### src/sv/pbar_pkg.sv
`timescale 1ns / 1ps
package pbar_pkg;

   localparam int TimeW      = 18;
   localparam int DateW      = 27;
   localparam int PriceW     = 32;
   localparam int HmW        = 12;
   localparam int HourW      = 5;
   localparam int CycW       = 6;
   localparam int ModeW      = 2;
   localparam int ActW       = 2;
   localparam int CsrIdxW    = 2;
   localparam int CsrDataW   = 18;
   localparam int CntW       = 4;
   localparam int Lanes      = 4;
   localparam int RecipW     = 19;
   localparam int RecipShift = 25;
   localparam int PrepLast   = 4;

   localparam logic [RecipW-1:0] Recip100 = 19'd335545;

   localparam logic [CycW-1:0]  CycleReset        = 6'd1;
   localparam logic [ModeW-1:0] ModeReset         = 2'd0;
   localparam logic [TimeW-1:0] SessionOpenReset  = 18'd0;
   localparam logic [TimeW-1:0] SessionCloseReset = 18'd235959;

   typedef enum logic [CsrIdxW-1:0] {
      CSR_BAR_CYCLE     = 2'd0,
      CSR_CHART_MODE    = 2'd1,
      CSR_SESSION_OPEN  = 2'd2,
      CSR_SESSION_CLOSE = 2'd3
   } csr_index_type;

   typedef enum logic [ModeW-1:0] {
      MODE_MINUTE = 2'd0,
      MODE_UPDATE = 2'd1,
      MODE_TICK   = 2'd2
   } chart_mode_type;

   typedef enum logic [ActW-1:0] {
      ACT_IGNORED   = 2'd0,
      ACT_UPDATED   = 2'd1,
      ACT_NEW_TICK  = 2'd2,
      ACT_NEW_TIMER = 2'd3
   } action_type;

   typedef enum logic [2:0] {
      PRE_EVENT      = 3'd0,
      PRE_OPEN       = 3'd1,
      PRE_CLOSE      = 3'd2,
      PRE_OPEN_HOUR  = 3'd3,
      PRE_CLOSE_HOUR = 3'd4
   } pre_sel_type;

   typedef enum logic [5:0] {
      S_IDLE   = 6'b000001,
      S_PREP   = 6'b000010,
      S_INIT   = 6'b000100,
      S_STEP   = 6'b001000,
      S_BOUND  = 6'b010000,
      S_COMMIT = 6'b100000
   } state_type;

   typedef struct packed {
      logic        capture;
      logic        pre_en;
      pre_sel_type pre_sel;
      logic        rem_init;
      logic        rem_step;
      logic        bound_en;
      logic        commit;
   } cmd_type;

   // Exact for every 18-bit value: reciprocal of 100 scaled by 2^25.
   function automatic logic [HmW-1:0] div100(input logic [TimeW-1:0] x);
      logic [TimeW+RecipW-1:0] prod;
      prod = (TimeW+RecipW)'(x) * (TimeW+RecipW)'(Recip100);
      return prod[RecipShift +: HmW];
   endfunction

   function automatic logic [TimeW-1:0] times100(input logic [HmW-1:0] x);
      logic [TimeW-1:0] w;
      w = TimeW'(x);
      return (w << 6) + (w << 5) + (w << 2);
   endfunction

endpackage

### src/sv/pbar_ctrl.sv
`timescale 1ns / 1ps
module pbar_ctrl (
   input  logic              clock,
   input  logic              reset,
   input  logic              req_valid,
   output logic              req_ready,
   output logic              rsp_valid,
   input  logic              rsp_ready,
   output pbar_pkg::cmd_type cmd
);

   pbar_pkg::state_type state_ff, state_in;
   logic [pbar_pkg::CntW-1:0] cnt_ff, cnt_in;
   logic rsp_valid_ff, rsp_valid_in;
   logic out_free;

   assign out_free  = !rsp_valid_ff || rsp_ready;
   assign req_ready = (state_ff == pbar_pkg::S_IDLE);
   assign rsp_valid = rsp_valid_ff;

   always_comb begin
      state_in     = state_ff;
      cnt_in       = cnt_ff;
      rsp_valid_in = rsp_valid_ff && !rsp_ready;
      cmd          = '0;
      cmd.pre_sel  = pbar_pkg::PRE_EVENT;
      case (state_ff)
         pbar_pkg::S_IDLE: begin
            if (req_valid) begin
               cmd.capture = 1'b1;
               cnt_in      = '0;
               state_in    = pbar_pkg::S_PREP;
            end
         end
         pbar_pkg::S_PREP: begin
            cmd.pre_en = 1'b1;
            case (cnt_ff)
               4'd0:    cmd.pre_sel = pbar_pkg::PRE_EVENT;
               4'd1:    cmd.pre_sel = pbar_pkg::PRE_OPEN;
               4'd2:    cmd.pre_sel = pbar_pkg::PRE_CLOSE;
               4'd3:    cmd.pre_sel = pbar_pkg::PRE_OPEN_HOUR;
               default: cmd.pre_sel = pbar_pkg::PRE_CLOSE_HOUR;
            endcase
            if (cnt_ff == pbar_pkg::CntW'(pbar_pkg::PrepLast)) begin
               state_in = pbar_pkg::S_INIT;
            end else begin
               cnt_in = cnt_ff + 1'b1;
            end
         end
         pbar_pkg::S_INIT: begin
            cmd.rem_init = 1'b1;
            cnt_in       = '0;
            state_in     = pbar_pkg::S_STEP;
         end
         pbar_pkg::S_STEP: begin
            cmd.rem_step = 1'b1;
            if (cnt_ff == pbar_pkg::CntW'(pbar_pkg::HmW - 1)) begin
               state_in = pbar_pkg::S_BOUND;
            end else begin
               cnt_in = cnt_ff + 1'b1;
            end
         end
         pbar_pkg::S_BOUND: begin
            cmd.bound_en = 1'b1;
            state_in     = pbar_pkg::S_COMMIT;
         end
         pbar_pkg::S_COMMIT: begin
            if (out_free) begin
               cmd.commit   = 1'b1;
               rsp_valid_in = 1'b1;
               state_in     = pbar_pkg::S_IDLE;
            end
         end
         default: begin
            state_in = pbar_pkg::S_IDLE;
         end
      endcase
   end

   always_ff @(posedge clock) begin
      if (reset) begin
         state_ff     <= pbar_pkg::S_IDLE;
         cnt_ff       <= '0;
         rsp_valid_ff <= 1'b0;
      end else begin
         state_ff     <= state_in;
         cnt_ff       <= cnt_in;
         rsp_valid_ff <= rsp_valid_in;
      end
   end

endmodule

### src/sv/pbar_dp.sv
`timescale 1ns / 1ps
module pbar_dp (
   input  logic                                clock,
   input  logic                                reset,
   input  pbar_pkg::cmd_type                   cmd,
   input  logic                                req_type,
   input  logic        [pbar_pkg::TimeW-1:0]   req_event_time,
   input  logic        [pbar_pkg::DateW-1:0]   req_event_date,
   input  logic signed [pbar_pkg::PriceW-1:0]  req_price,
   input  logic                                csr_write,
   input  logic        [pbar_pkg::CsrIdxW-1:0] csr_index,
   input  logic        [pbar_pkg::CsrDataW-1:0] csr_data,
   output logic        [pbar_pkg::ActW-1:0]    rsp_action,
   output logic        [pbar_pkg::DateW-1:0]   rsp_bar_date,
   output logic        [pbar_pkg::TimeW-1:0]   rsp_bar_time,
   output logic signed [pbar_pkg::PriceW-1:0]  rsp_bar_open,
   output logic signed [pbar_pkg::PriceW-1:0]  rsp_bar_high,
   output logic signed [pbar_pkg::PriceW-1:0]  rsp_bar_low,
   output logic signed [pbar_pkg::PriceW-1:0]  rsp_bar_close
);

   localparam int LaneEvent = 0;
   localparam int LaneBar   = 1;
   localparam int LaneOpen  = 2;
   localparam int LaneClose = 3;

   logic [pbar_pkg::CycW-1:0]  bar_cycle_ff;
   logic [pbar_pkg::ModeW-1:0] chart_mode_ff;
   logic [pbar_pkg::TimeW-1:0] session_open_ff, session_close_ff;

   logic                               type_ff;
   logic        [pbar_pkg::TimeW-1:0]  time_ff;
   logic        [pbar_pkg::DateW-1:0]  date_ff;
   logic signed [pbar_pkg::PriceW-1:0] price_ff;

   logic [pbar_pkg::HmW-1:0]   hm_t_ff, hm_o_ff, hm_c_ff;
   logic [pbar_pkg::HourW-1:0] hour_o_ff, hour_c_ff;
   logic [pbar_pkg::TimeW-1:0] pre_x;
   logic [pbar_pkg::HmW-1:0]   pre_q;

   logic [pbar_pkg::HmW-1:0]  dvd_ff [pbar_pkg::Lanes];
   logic [pbar_pkg::HmW-1:0]  dvd_in [pbar_pkg::Lanes];
   logic [pbar_pkg::CycW-1:0] rem_ff [pbar_pkg::Lanes];
   logic [pbar_pkg::CycW-1:0] rem_in [pbar_pkg::Lanes];
   logic [pbar_pkg::CycW-1:0] cyc;
   logic [pbar_pkg::HmW-1:0]  min_o, min_c;

   logic [pbar_pkg::TimeW-1:0] bound_o_ff, bound_c_ff;

   logic        [pbar_pkg::DateW-1:0]  cur_date_ff, cur_date_in;
   logic        [pbar_pkg::HmW-1:0]    cur_hm_ff, cur_hm_in;
   logic signed [pbar_pkg::PriceW-1:0] cur_open_ff, cur_open_in;
   logic signed [pbar_pkg::PriceW-1:0] cur_high_ff, cur_high_in;
   logic signed [pbar_pkg::PriceW-1:0] cur_low_ff, cur_low_in;
   logic signed [pbar_pkg::PriceW-1:0] cur_close_ff, cur_close_in;
   pbar_pkg::action_type act_in;
   logic [pbar_pkg::HmW-1:0] cur_b, old_b;
   logic in_window, advanced;

   logic        [pbar_pkg::ActW-1:0]   rsp_action_ff;
   logic        [pbar_pkg::DateW-1:0]  rsp_date_ff;
   logic        [pbar_pkg::TimeW-1:0]  rsp_time_ff;
   logic signed [pbar_pkg::PriceW-1:0] rsp_open_ff, rsp_high_ff, rsp_low_ff, rsp_close_ff;

   assign cyc = (bar_cycle_ff == '0) ? pbar_pkg::CycW'(1) : bar_cycle_ff;

   always_ff @(posedge clock) begin
      if (reset) begin
         bar_cycle_ff     <= pbar_pkg::CycleReset;
         chart_mode_ff    <= pbar_pkg::ModeReset;
         session_open_ff  <= pbar_pkg::SessionOpenReset;
         session_close_ff <= pbar_pkg::SessionCloseReset;
      end else if (csr_write) begin
         case (pbar_pkg::csr_index_type'(csr_index))
            pbar_pkg::CSR_BAR_CYCLE:     bar_cycle_ff     <= csr_data[pbar_pkg::CycW-1:0];
            pbar_pkg::CSR_CHART_MODE:    chart_mode_ff    <= csr_data[pbar_pkg::ModeW-1:0];
            pbar_pkg::CSR_SESSION_OPEN:  session_open_ff  <= csr_data[pbar_pkg::TimeW-1:0];
            pbar_pkg::CSR_SESSION_CLOSE: session_close_ff <= csr_data[pbar_pkg::TimeW-1:0];
            default: begin
            end
         endcase
      end
   end

   always_ff @(posedge clock) begin
      if (cmd.capture) begin
         type_ff  <= req_type;
         time_ff  <= req_event_time;
         date_ff  <= req_event_date;
         price_ff <= req_price;
      end
   end

   always_comb begin
      case (cmd.pre_sel)
         pbar_pkg::PRE_EVENT:      pre_x = time_ff;
         pbar_pkg::PRE_OPEN:       pre_x = session_open_ff;
         pbar_pkg::PRE_CLOSE:      pre_x = session_close_ff;
         pbar_pkg::PRE_OPEN_HOUR:  pre_x = pbar_pkg::TimeW'(hm_o_ff);
         pbar_pkg::PRE_CLOSE_HOUR: pre_x = pbar_pkg::TimeW'(hm_c_ff);
         default:                  pre_x = time_ff;
      endcase
   end

   assign pre_q = pbar_pkg::div100(pre_x);

   always_ff @(posedge clock) begin
      if (cmd.pre_en) begin
         case (cmd.pre_sel)
            pbar_pkg::PRE_EVENT:      hm_t_ff   <= pre_q;
            pbar_pkg::PRE_OPEN:       hm_o_ff   <= pre_q;
            pbar_pkg::PRE_CLOSE:      hm_c_ff   <= pre_q;
            pbar_pkg::PRE_OPEN_HOUR:  hour_o_ff <= pre_q[pbar_pkg::HourW-1:0];
            pbar_pkg::PRE_CLOSE_HOUR: hour_c_ff <= pre_q[pbar_pkg::HourW-1:0];
            default: begin
            end
         endcase
      end
   end

   assign min_o = hm_o_ff -
      pbar_pkg::HmW'(pbar_pkg::times100(pbar_pkg::HmW'(hour_o_ff)));
   assign min_c = hm_c_ff -
      pbar_pkg::HmW'(pbar_pkg::times100(pbar_pkg::HmW'(hour_c_ff)));

   always_comb begin
      logic [pbar_pkg::CycW:0] shifted;
      shifted = '0;
      for (int i = 0; i < pbar_pkg::Lanes; i++) begin
         dvd_in[i] = dvd_ff[i];
         rem_in[i] = rem_ff[i];
      end
      if (cmd.rem_init) begin
         dvd_in[LaneEvent] = hm_t_ff;
         dvd_in[LaneBar]   = cur_hm_ff;
         dvd_in[LaneOpen]  = min_o;
         dvd_in[LaneClose] = min_c;
         for (int i = 0; i < pbar_pkg::Lanes; i++) begin
            rem_in[i] = '0;
         end
      end else if (cmd.rem_step) begin
         for (int i = 0; i < pbar_pkg::Lanes; i++) begin
            shifted = {rem_ff[i], dvd_ff[i][pbar_pkg::HmW-1]};
            if (shifted >= {1'b0, cyc}) begin
               shifted = shifted - {1'b0, cyc};
            end
            rem_in[i] = shifted[pbar_pkg::CycW-1:0];
            dvd_in[i] = dvd_ff[i] << 1;
         end
      end
   end

   always_ff @(posedge clock) begin
      for (int i = 0; i < pbar_pkg::Lanes; i++) begin
         dvd_ff[i] <= dvd_in[i];
         rem_ff[i] <= rem_in[i];
      end
   end

   always_ff @(posedge clock) begin
      if (cmd.bound_en) begin
         bound_o_ff <= session_open_ff -
            pbar_pkg::times100(pbar_pkg::HmW'(rem_ff[LaneOpen]));
         bound_c_ff <= session_close_ff -
            pbar_pkg::times100(pbar_pkg::HmW'(rem_ff[LaneClose]));
      end
   end

   assign cur_b     = hm_t_ff - pbar_pkg::HmW'(rem_ff[LaneEvent]);
   assign old_b     = cur_hm_ff - pbar_pkg::HmW'(rem_ff[LaneBar]);
   assign advanced  = cur_b > old_b;
   assign in_window = !(time_ff < bound_o_ff || time_ff > bound_c_ff);

   always_comb begin
      cur_date_in  = cur_date_ff;
      cur_hm_in    = cur_hm_ff;
      cur_open_in  = cur_open_ff;
      cur_high_in  = cur_high_ff;
      cur_low_in   = cur_low_ff;
      cur_close_in = cur_close_ff;
      act_in       = pbar_pkg::ACT_IGNORED;
      if (type_ff) begin
         if (in_window && cur_hm_ff != '0 && advanced) begin
            cur_date_in = date_ff;
            cur_hm_in   = cur_b;
            cur_open_in = cur_close_ff;
            cur_high_in = cur_close_ff;
            cur_low_in  = cur_close_ff;
            act_in      = pbar_pkg::ACT_NEW_TIMER;
         end
      end else begin
         case (pbar_pkg::chart_mode_type'(chart_mode_ff))
            pbar_pkg::MODE_MINUTE: begin
               if (cur_hm_ff == '0 || cur_date_ff != date_ff || advanced) begin
                  cur_date_in  = date_ff;
                  cur_hm_in    = cur_b;
                  cur_open_in  = price_ff;
                  cur_high_in  = price_ff;
                  cur_low_in   = price_ff;
                  cur_close_in = price_ff;
                  act_in       = pbar_pkg::ACT_NEW_TICK;
               end else begin
                  if (price_ff > cur_high_ff) cur_high_in = price_ff;
                  if (price_ff < cur_low_ff) cur_low_in = price_ff;
                  cur_close_in = price_ff;
                  act_in       = pbar_pkg::ACT_UPDATED;
               end
            end
            pbar_pkg::MODE_TICK: begin
               act_in = pbar_pkg::ACT_IGNORED;
            end
            default: begin
               if (price_ff > cur_high_ff) cur_high_in = price_ff;
               if (price_ff < cur_low_ff) cur_low_in = price_ff;
               cur_close_in = price_ff;
               act_in       = pbar_pkg::ACT_UPDATED;
            end
         endcase
      end
   end

   always_ff @(posedge clock) begin
      if (reset) begin
         cur_date_ff  <= '0;
         cur_hm_ff    <= '0;
         cur_open_ff  <= '0;
         cur_high_ff  <= '0;
         cur_low_ff   <= '0;
         cur_close_ff <= '0;
      end else if (cmd.commit) begin
         cur_date_ff  <= cur_date_in;
         cur_hm_ff    <= cur_hm_in;
         cur_open_ff  <= cur_open_in;
         cur_high_ff  <= cur_high_in;
         cur_low_ff   <= cur_low_in;
         cur_close_ff <= cur_close_in;
      end
   end

   always_ff @(posedge clock) begin
      if (cmd.commit) begin
         rsp_action_ff <= act_in;
         rsp_date_ff   <= cur_date_in;
         rsp_time_ff   <= pbar_pkg::times100(cur_hm_in);
         rsp_open_ff   <= cur_open_in;
         rsp_high_ff   <= cur_high_in;
         rsp_low_ff    <= cur_low_in;
         rsp_close_ff  <= cur_close_in;
      end
   end

   assign rsp_action    = rsp_action_ff;
   assign rsp_bar_date  = rsp_date_ff;
   assign rsp_bar_time  = rsp_time_ff;
   assign rsp_bar_open  = rsp_open_ff;
   assign rsp_bar_high  = rsp_high_ff;
   assign rsp_bar_low   = rsp_low_ff;
   assign rsp_bar_close = rsp_close_ff;

endmodule

### src/sv/price_bar_aggregator.sv
`timescale 1ns / 1ps
// An accepted request beat runs the 5-step reciprocal prescale, then the 12-step shared
// remainder unit (four lanes, one bit per cycle), a bound step and a commit that waits
// for a free output; the next request beat is taken only after that commit.
// A waiting result does not block the next request beat.
// Synchronous active-high reset clears the bar state and restores the registers.
module price_bar_aggregator (
   input  logic                                clock,
   input  logic                                reset,
   input  logic                                req_valid,
   output logic                                req_ready,
   input  logic                                req_type,
   input  logic        [pbar_pkg::TimeW-1:0]   req_event_time,
   input  logic        [pbar_pkg::DateW-1:0]   req_event_date,
   input  logic signed [pbar_pkg::PriceW-1:0]  req_price,
   output logic                                rsp_valid,
   input  logic                                rsp_ready,
   output logic        [pbar_pkg::ActW-1:0]    rsp_action,
   output logic        [pbar_pkg::DateW-1:0]   rsp_bar_date,
   output logic        [pbar_pkg::TimeW-1:0]   rsp_bar_time,
   output logic signed [pbar_pkg::PriceW-1:0]  rsp_bar_open,
   output logic signed [pbar_pkg::PriceW-1:0]  rsp_bar_high,
   output logic signed [pbar_pkg::PriceW-1:0]  rsp_bar_low,
   output logic signed [pbar_pkg::PriceW-1:0]  rsp_bar_close,
   input  logic                                csr_valid,
   output logic                                csr_ready,
   input  logic        [pbar_pkg::CsrIdxW-1:0] csr_index,
   input  logic        [pbar_pkg::CsrDataW-1:0] csr_data
);

   pbar_pkg::cmd_type cmd;

   assign csr_ready = 1'b1;

   pbar_ctrl u_ctrl (
      .clock     (clock),
      .reset     (reset),
      .req_valid (req_valid),
      .req_ready (req_ready),
      .rsp_valid (rsp_valid),
      .rsp_ready (rsp_ready),
      .cmd       (cmd)
   );

   pbar_dp u_dp (
      .clock          (clock),
      .reset          (reset),
      .cmd            (cmd),
      .req_type       (req_type),
      .req_event_time (req_event_time),
      .req_event_date (req_event_date),
      .req_price      (req_price),
      .csr_write      (csr_valid && csr_ready),
      .csr_index      (csr_index),
      .csr_data       (csr_data),
      .rsp_action     (rsp_action),
      .rsp_bar_date   (rsp_bar_date),
      .rsp_bar_time   (rsp_bar_time),
      .rsp_bar_open   (rsp_bar_open),
      .rsp_bar_high   (rsp_bar_high),
      .rsp_bar_low    (rsp_bar_low),
      .rsp_bar_close  (rsp_bar_close)
   );

   a_busy_after_accept: assert property (@(posedge clock) disable iff (reset)
      (req_valid && req_ready) |=> !req_ready)
      else $error("request accepted while an item is in flight");

   a_no_early_result: assert property (@(posedge clock) disable iff (reset)
      (req_valid && req_ready) |=> !$rose(rsp_valid))
      else $error("result beat raised right after a request beat");

   a_new_bar_flat: assert property (@(posedge clock) disable iff (reset)
      (rsp_valid && (rsp_action == pbar_pkg::ACT_NEW_TICK ||
                     rsp_action == pbar_pkg::ACT_NEW_TIMER)) |->
      (rsp_bar_high == rsp_bar_open && rsp_bar_low == rsp_bar_open &&
       rsp_bar_close == rsp_bar_open))
      else $error("a new bar does not start flat");

   a_high_above_low: assert property (@(posedge clock) disable iff (reset)
      rsp_valid |-> (rsp_bar_high >= rsp_bar_low))
      else $error("bar high below bar low");

endmodule

### config.mk
export PLATFORM = sky130hd
export DESIGN_NAME = price_bar_aggregator
export DESIGN_NICKNAME = d
export VERILOG_FILES = /design/src/sv/pbar_pkg.sv /design/src/sv/pbar_ctrl.sv /design/src/sv/pbar_dp.sv /design/src/sv/price_bar_aggregator.sv
export SDC_FILE = /design/constraint.sdc
export NUM_CORES = 2
export LEC_CHECK = 0
export BUFFER_PORTS_ARGS = -buffer_cell sky130_fd_sc_hd__buf_2
export CAP_MARGIN = 20
export CORE_AREA = 2 2 280 282
export CTS_CLUSTER_DIAMETER = 30
export DETAILED_ROUTE_END_ITERATION = 8
export DIE_AREA = 0 0 282 284
export GPL_TIMING_DRIVEN = 0
export PLACE_DENSITY = 0.64
export SLEW_MARGIN = 20
export SYNTH_ARGS = -nofsm -noshare
export SYNTH_HDL_FRONTEND = slang
export SYNTH_SLANG_ARGS = --single-unit
export TNS_END_PERCENT = 100
### constraint.sdc
create_clock -name clock -period 14.7 [get_ports clock]
set_input_delay 2.205 -clock clock [delete_from_list [all_inputs] [get_ports clock]]
set_output_delay 2.205 -clock clock [all_outputs]
set_load 0.05 [all_outputs]
**Word level (Yosys, flattened, before mapping)**

Memory sizes are Yosys's and may differ from the RTL's.
Index checks and enable logic that the tools add are counted.

- Equality and inequality tests: 26
- Divide/modulo/power cells: 0
- Add/sub/neg operators: 21
- Muxes and demuxes: 58
- $lt $le $gt $ge: 9
- Bitwise operators: 0
- Reduce and logical (&&, ||, !) cells: 29
- Shifts and indexed selects: 0
- Multiply operators: 1

Operators with widths:

| cell | count |
|---|---|
| 32-bit two-way mux | 14 |
| 32-bit one-hot mux with 2 select lines | 2 |
| 27-bit two-way mux | 4 |
| 48-bit two-way mux | 2 |
| 18-bit one-hot mux with 4 select lines | 1 |
| 6-bit two-way mux | 9 |
| 12-bit two-way mux | 4 |
| 24-bit two-way mux | 2 |
| 18-bit by 19-bit multiplier with 37-bit output (second input constant) | 1 |
| 6-bit one-hot mux with 6 select lines | 1 |
| 18-bit subtractor | 2 |
| 32-bit > comparator | 1 |
| 32-bit less-than comparator | 1 |
| 13-bit by 8-bit adder with 14-bit output | 2 |
| 7-bit by 6-bit >= comparator with 1-bit output | 4 |
| 27-bit != test | 1 |
| 12-bit by 11-bit adder with 13-bit output | 2 |
| 11-bit by 10-bit adder with 12-bit output | 2 |
| 12-bit by 7-bit adder with 12-bit output | 2 |
| 12-bit subtractor | 2 |
| 12-bit by 6-bit subtractor with 12-bit output | 2 |
| 6-bit subtractor | 4 |
| 18-bit by 14-bit adder with 18-bit output | 1 |
| 18-bit by 17-bit adder with 18-bit output | 1 |
| 39 further kinds | 77 |

- Bits in writable memories: 72
- ROM bits: 0
- Memories: 2
- Latch bits: 0
- Flip-flop bits (word level): 557

Memory list:

| name | depth | width | read ports | clocked after Yosys merged registers in | write ports | RTL line | RTL |
|---|---|---|---|---|---|---|---|
| u_dp.dvd_ff | 4 | 12 | 4 | 0 | 4 | pbar_dp.sv:41 | `logic [pbar_pkg::HmW-1:0] dvd_ff [pbar_pkg::Lanes];` |
| u_dp.rem_ff | 4 | 6 | 4 | 0 | 4 | pbar_dp.sv:43 | `logic [pbar_pkg::CycW-1:0] rem_ff [pbar_pkg::Lanes];` |

**Longest topological paths before layout**

- Word-level depth: 9
- Mapped depth: 37
- Mapped depth without buffers: 35

**Hierarchy**

From an unflattened synthesis, not the netlist that was laid out.

- Cell total of the unflattened synthesis: 3,947
- Area total of the unflattened synthesis: 39,751.9 um^2

Modules (own cells, without submodules):

| module | instances | area each (um^2) | cells each | sequential area each (um^2) |
|---|---|---|---|---|
| pbar_dp | 1 | 38,948.6 | 3,851 | 16,145.5 |
| pbar_ctrl | 1 | 792.0 | 94 | 220.2 |
| price_bar_aggregator | 1 | 11.3 | 2 | 0.0 |

**Worst setup path before layout**

No wires, ideal clock.

- Kind: input-to-reg
- Start point: input port rsp_ready
- End point: register u_dp.rsp_action_ff, in the netlist u_dp.rsp_action[0], enable pin
- Slack: 6,292 ps
- Stages on the path: 5
- Setup time: 605 ps
- Required time: 14,095 ps
- Data arrival time: 7,803 ps
- Path buffers: 2
- Cell sequence: nand2b_1 -> nand2_1 -> inv_2 -> buf_1 -> clkbuf_1

RTL lines:

| item | RTL line | RTL |
|---|---|---|
| from (decl) | price_bar_aggregator.sv:17 | `input logic rsp_ready,` |
| to (signal assigned) | pbar_dp.sv:242 | `rsp_action_ff <= act_in;` |
| to (decl) | pbar_dp.sv:60 | `logic [pbar_pkg::ActW-1:0] rsp_action_ff;` |

**Worst setup path after layout**

- Start point: register u_ctrl.state_ff[5]
- End point: register u_dp.hm_o_ff[3] (netlist bit) (data pin)

- Longest elaborated chain between the ends: 5

Ends and longest elaborated chain:

| item | RTL line | RTL |
|---|---|---|
| from (decl) | pbar_ctrl.sv:12 | `pbar_pkg::state_type state_ff, state_in;` |
| from (signal assigned) | pbar_ctrl.sv:82 | `state_ff <= pbar_pkg::S_IDLE;` |
| from (signal assigned) | pbar_ctrl.sv:86 | `state_ff <= state_in;` |
| 6-bit by 2-bit == test with 1-bit output (*) | pbar_ctrl.sv:27 | `case (state_ff)` |
| 4-bit two-way mux (*) | pbar_ctrl.sv:27 |  |
| 3-bit == test (tied with other cells) | pbar_dp.sv:95 | `case (cmd.pre_sel)` |
| 18-bit one-hot mux with 4 select lines (*) | pbar_dp.sv:95 |  |
| 18-bit by 19-bit multiplier with 37-bit output (*) | pbar_pkg.sv:77 | `prod = (TimeW+RecipW)'(x) * (TimeW+RecipW)'(Recip100);` |
| via u_dp.pre_q (one bit) | pbar_dp.sv:39 | `logic [pbar_pkg::HmW-1:0] pre_q;` |
| to (signal assigned) | pbar_dp.sv:111 | `pbar_pkg::PRE_OPEN: hm_o_ff <= pre_q;` |
| to (decl) | pbar_dp.sv:36 | `logic [pbar_pkg::HmW-1:0] hm_t_ff, hm_o_ff, hm_c_ff;` |

Mark *: on every way through the listed nets, which the timed path passes. The rest lies on a longest branch.
A chain may end at the register's enable or synchronous reset.

==> impl_summary.txt <==
----------------------------------------------------
[Status]
  Run status ... finished, final reports clean

[Global route]
  GR met1 Demand/Resource ... 0.350
  Global-route wire length before repair ... 168,000 um
  Most Crowded Layer GR ... met2
  Global Route met3 Usage ... 0.0510
  Overflow left after global routing ... 0
  Global-route total usage across every layer ... 0.272
  Maximum number of pins on one net before global-route repair ... 63
  Number of global-route vias before repair ... a little under 30,000
  Antenna violations before repair ... 3
  Met2 Resource Use GR ... 0.454

[Synthesis]
  Post-synthesis sequential element count ... 627
  Count of unique library cells instantiated by Yosys ... 81
  Synth cell count leaders ... inv_1, ha_1, edfxtp_1, nand2_1, nor2_1
  Syn Area/Cell ... just over 10 um^2
  Fraction of registers with async set/reset ... 0
  Sequential-to-total area share from yosys stat ... 0.428
  Cell types occupying the most area after synthesis ... edfxtp_1, ha_1, dfxtp_1, fa_1, inv_1
  Combined area of all synthesized cells ... 38,300 um^2
  Count of flip-flops with a built-in enable after synthesis ... 381
  Cell count after synthesis ... between 3,000 and 4,000
  Cell type with the largest total area after synthesis ... edfxtp_1
  Library cell with the highest instance count after synthesis ... inv_1
  Ys flop type ... edfxtp_1
  Yosys warning count ... 0
  Area share of the largest cell type after synthesis ... 0.299

[Timing]
  Worst-margin pin slew ... 1030 ps
  Upper clock frequency limit ... around 0.11 GHz
  Slew Limit Headroom ... 0.310
  Final critical delay including setup and external delays ... 9450 ps
  Sum of negative setup slack ... 0 ps
  Final period utilization ... 0.643
  WHS ... 456 ps
  Unrepaired setup endpoints after global routing ... false
  Final Setup Violations ... 0
  Final hold viol count ... 0
  Final Slew Violations ... 0
  Worst-case clock skew ... 30.4 ps

[Die]
  Die height ... 284 um
  Width of the chip ... roughly 280 um
  Initial cell density of the core ... 0.497
  Total die area ... roughly 80,000 um^2
  Top Ports ... roughly 280
  Core outline area ... 77,000 um^2
  Site row count ... 102

[Setup path]
  Destination of the critical timing path ... u_dp.hm_o_ff[3]
  Critical Path Sink Type ... register
  Data required, critical path ... approximately 15,000 ps
  Worst flop-to-flop path endpoint ... u_dp.hm_o_ff[3]
  Arrival time of data at the critical path endpoint ... 9870 ps
  Cell repeated most along the worst path ... fa_1
  Startpoint Class ... register
  Critical Path Max Stage Delay ... between 700 and 800 ps
  Count of cells along the worst register-to-register path ... 28
  R2r setup slk ... approximately 5300 ps
  Type of the worst setup path ... reg2reg
  Critical path fanouts, max ... 21
  Launch point of the worst path ... u_ctrl.state_ff[5]
  R2R Path Start ... u_ctrl.state_ff[5]
  Slowest cell on the critical path ... nor3_2

[Cells and area]
  Fraction of layout cells with a size suffix above 1 ... 0.168
  Growth of design area from synthesis to finish ... 20.3%
  Reg area ... around 16,000 um^2
  Area taken by multi-input logic gates ... 19,600 um^2
  # fillers ... 6,530
  Number of nets at the end of the flow ... 4,789

[Pwr]
  Design Power ... 9.25 mW
  Cell Pwr Density ... 201 nW/um^2
  Lkg Pwr ... 19.6 nW
  Max rail drop VDD ... approximately 0.22 mV

[Placement]
  Routability cong. ... 0.920
  HPWL Detailed ... 83,100 um
  Number of buffers added on ports ... 277

[Routing]
  Per-cell via count in the routed design ... 5.53
  Antenna Violating Nets Remaining ... 0
  First DRT Iteration DRCs ... ~2,200
  Router iterations before antenna repair ... 6
  Remaining DRCs ... 0
  Average wire per standard cell ... roughly 20 um
  Total via count after detailed routing ... 29,300
  Total Wirelength ... 108,000 um

[Clocking]
  CTS root buf ... clkbuf_16
  Number of sinks driven by the clock tree ... 627
  Clock buffer count from CTS ... 138
  Resize count post-CTS ... 0
  Longest Clk Path Bufs ... 3
  CTS tree ... built
  Number of buffers inserted by post-CTS setup repair ... 0
  Number of H-tree branching levels ... 4
  Latest clock arrival within the worst-skew pair ... slightly above 700 ps
  Number of hold buffers added after CTS ... 0
  CTS clk-pin slew, worst paths ... 60 ps

[Worst hold path]
  Min-Delay Path Depth ... 2
  Path class of the lowest-slack min-delay path ... reg2reg

[Run]
  Max Cap Violations ... 0

----------------------------------------------------
==> flip-flops by register name, summed over array words and instances (netlist names), 24 cells and up <==
| name | cells |
|---|---|
| u_dp.cur_low_ff | 32 |
| u_dp.date_ff | 27 |
| u_dp.price_ff | 32 |
| u_dp.dvd_ff | 48 |
| u_dp.cur_date_ff | 27 |
| u_dp.cur_close_ff | 32 |
| u_dp.rsp_bar_high | 32 |
| u_dp.rem_ff | 24 |
| u_dp.cur_open_ff | 32 |
| u_dp.rsp_bar_low | 32 |
| u_dp.rsp_bar_close | 32 |
| u_dp.rsp_bar_date | 27 |
| u_dp.rsp_bar_open | 32 |
| u_dp.cur_high_ff | 32 |
==> cells by family (layout without fill, tap and decap cells) <==
logic type | after synthesis | after routing | synth area share
compound gates | 782 | 782 | 0.139
xor+xnor | 119 | 119 | 0.0272
fa+ha+maj | 547 | 547 | 0.208
buf+inv | 610 | 1154 | 0.0617
flops | 627 | 627 | 0.428
mux | 87 | 87 | 0.0250
other cells | 2 | 6 | 0.000196
simple gates | 937 | 937 | 0.111
==> metal layers <==
layer  routed length (um)  vias to the layer above
li1                     -                    14000
met1                45700                    14100
met2                51900                      995
met3                 6960                      196
met4                 3370                        0
met5                    0                        -
==> worst min path at each step <==
stage / end / slack [ps] / start
finish: u_dp.cur_open_ff[13] / 460 / u_dp.cur_open_ff[13]
global route: u_dp.cur_open_ff[8] / 470 / u_dp.cur_open_ff[8]
CTS: u_dp.cur_open_ff[8] / 450 / u_dp.cur_open_ff[8]
detailed placement: u_dp.bound_c_ff[1] / 450 / u_dp.session_close_ff[1]
global placement: u_dp.cur_open_ff[8] / 440 / u_dp.cur_open_ff[8]
floorplan: u_dp.bound_c_ff[0] / 420 / u_dp.session_close_ff[0]
==> power by group <==
part	switching, mW	internal [mW]	leakage, nW
clock	1.06	2.10	2.35
combinational	2.29	1.52	11.8
sequential	0.0739	2.21	5.47
total	3.42	5.83	19.6
==> layout make-up <==
type | count | area share
clock buffers | 176 | 0.0833
multi-input cells | 2475 | 0.425
well taps | 1040 | 0.0283
diodes | 3 | 0.000163
flip-flops and latches | 627 | 0.356
repair buffers | 287 | 0.0343
clock inverters | 81 | 0.0220
plain buffers | 146 | 0.0136
inverters | 464 | 0.0379
==> worst max-delay path: cells and delay by family, from the launching register on <==
family,cells,cell delay [ps]
buf+inv,6,1170
compound gates,4,760
xor+xnor,1,320
fa+ha+maj,7,3350
simple gates,10,3200
flops,1,360
==> layout by cell type (no fill, tap or decap), types with 50 or more instances in the layout <==
master / instances
o22ai_1: 70
inv_1: 461
edfxtp_1: 381
o21ai_0: 124
fa_1: 149
dfxtp_1: 246
a21o_1: 63
nor2_1: 309
xor2_1: 50
xnor2_1: 69
clkbuf_1: 116
nor3_1: 78
nand2_1: 325
clkbuf_16: 144
mux2_2: 69
a21oi_1: 223
ha_1: 398
buf_2: 307
==> through the flow <==
stage	instance area [um^2]	utilization	worst slack, ps	std cells
floorplan	38300	-	6290	3712
global placement	41000	0.532	3060	5029
detailed placement	41200	0.535	5000	5039
CTS	46000	0.598	4910	5296
global route	46000	0.598	4760	5299
finish	46000	0.598	5250	5299
No activity file was read; power rests on OpenSTA's default activity.
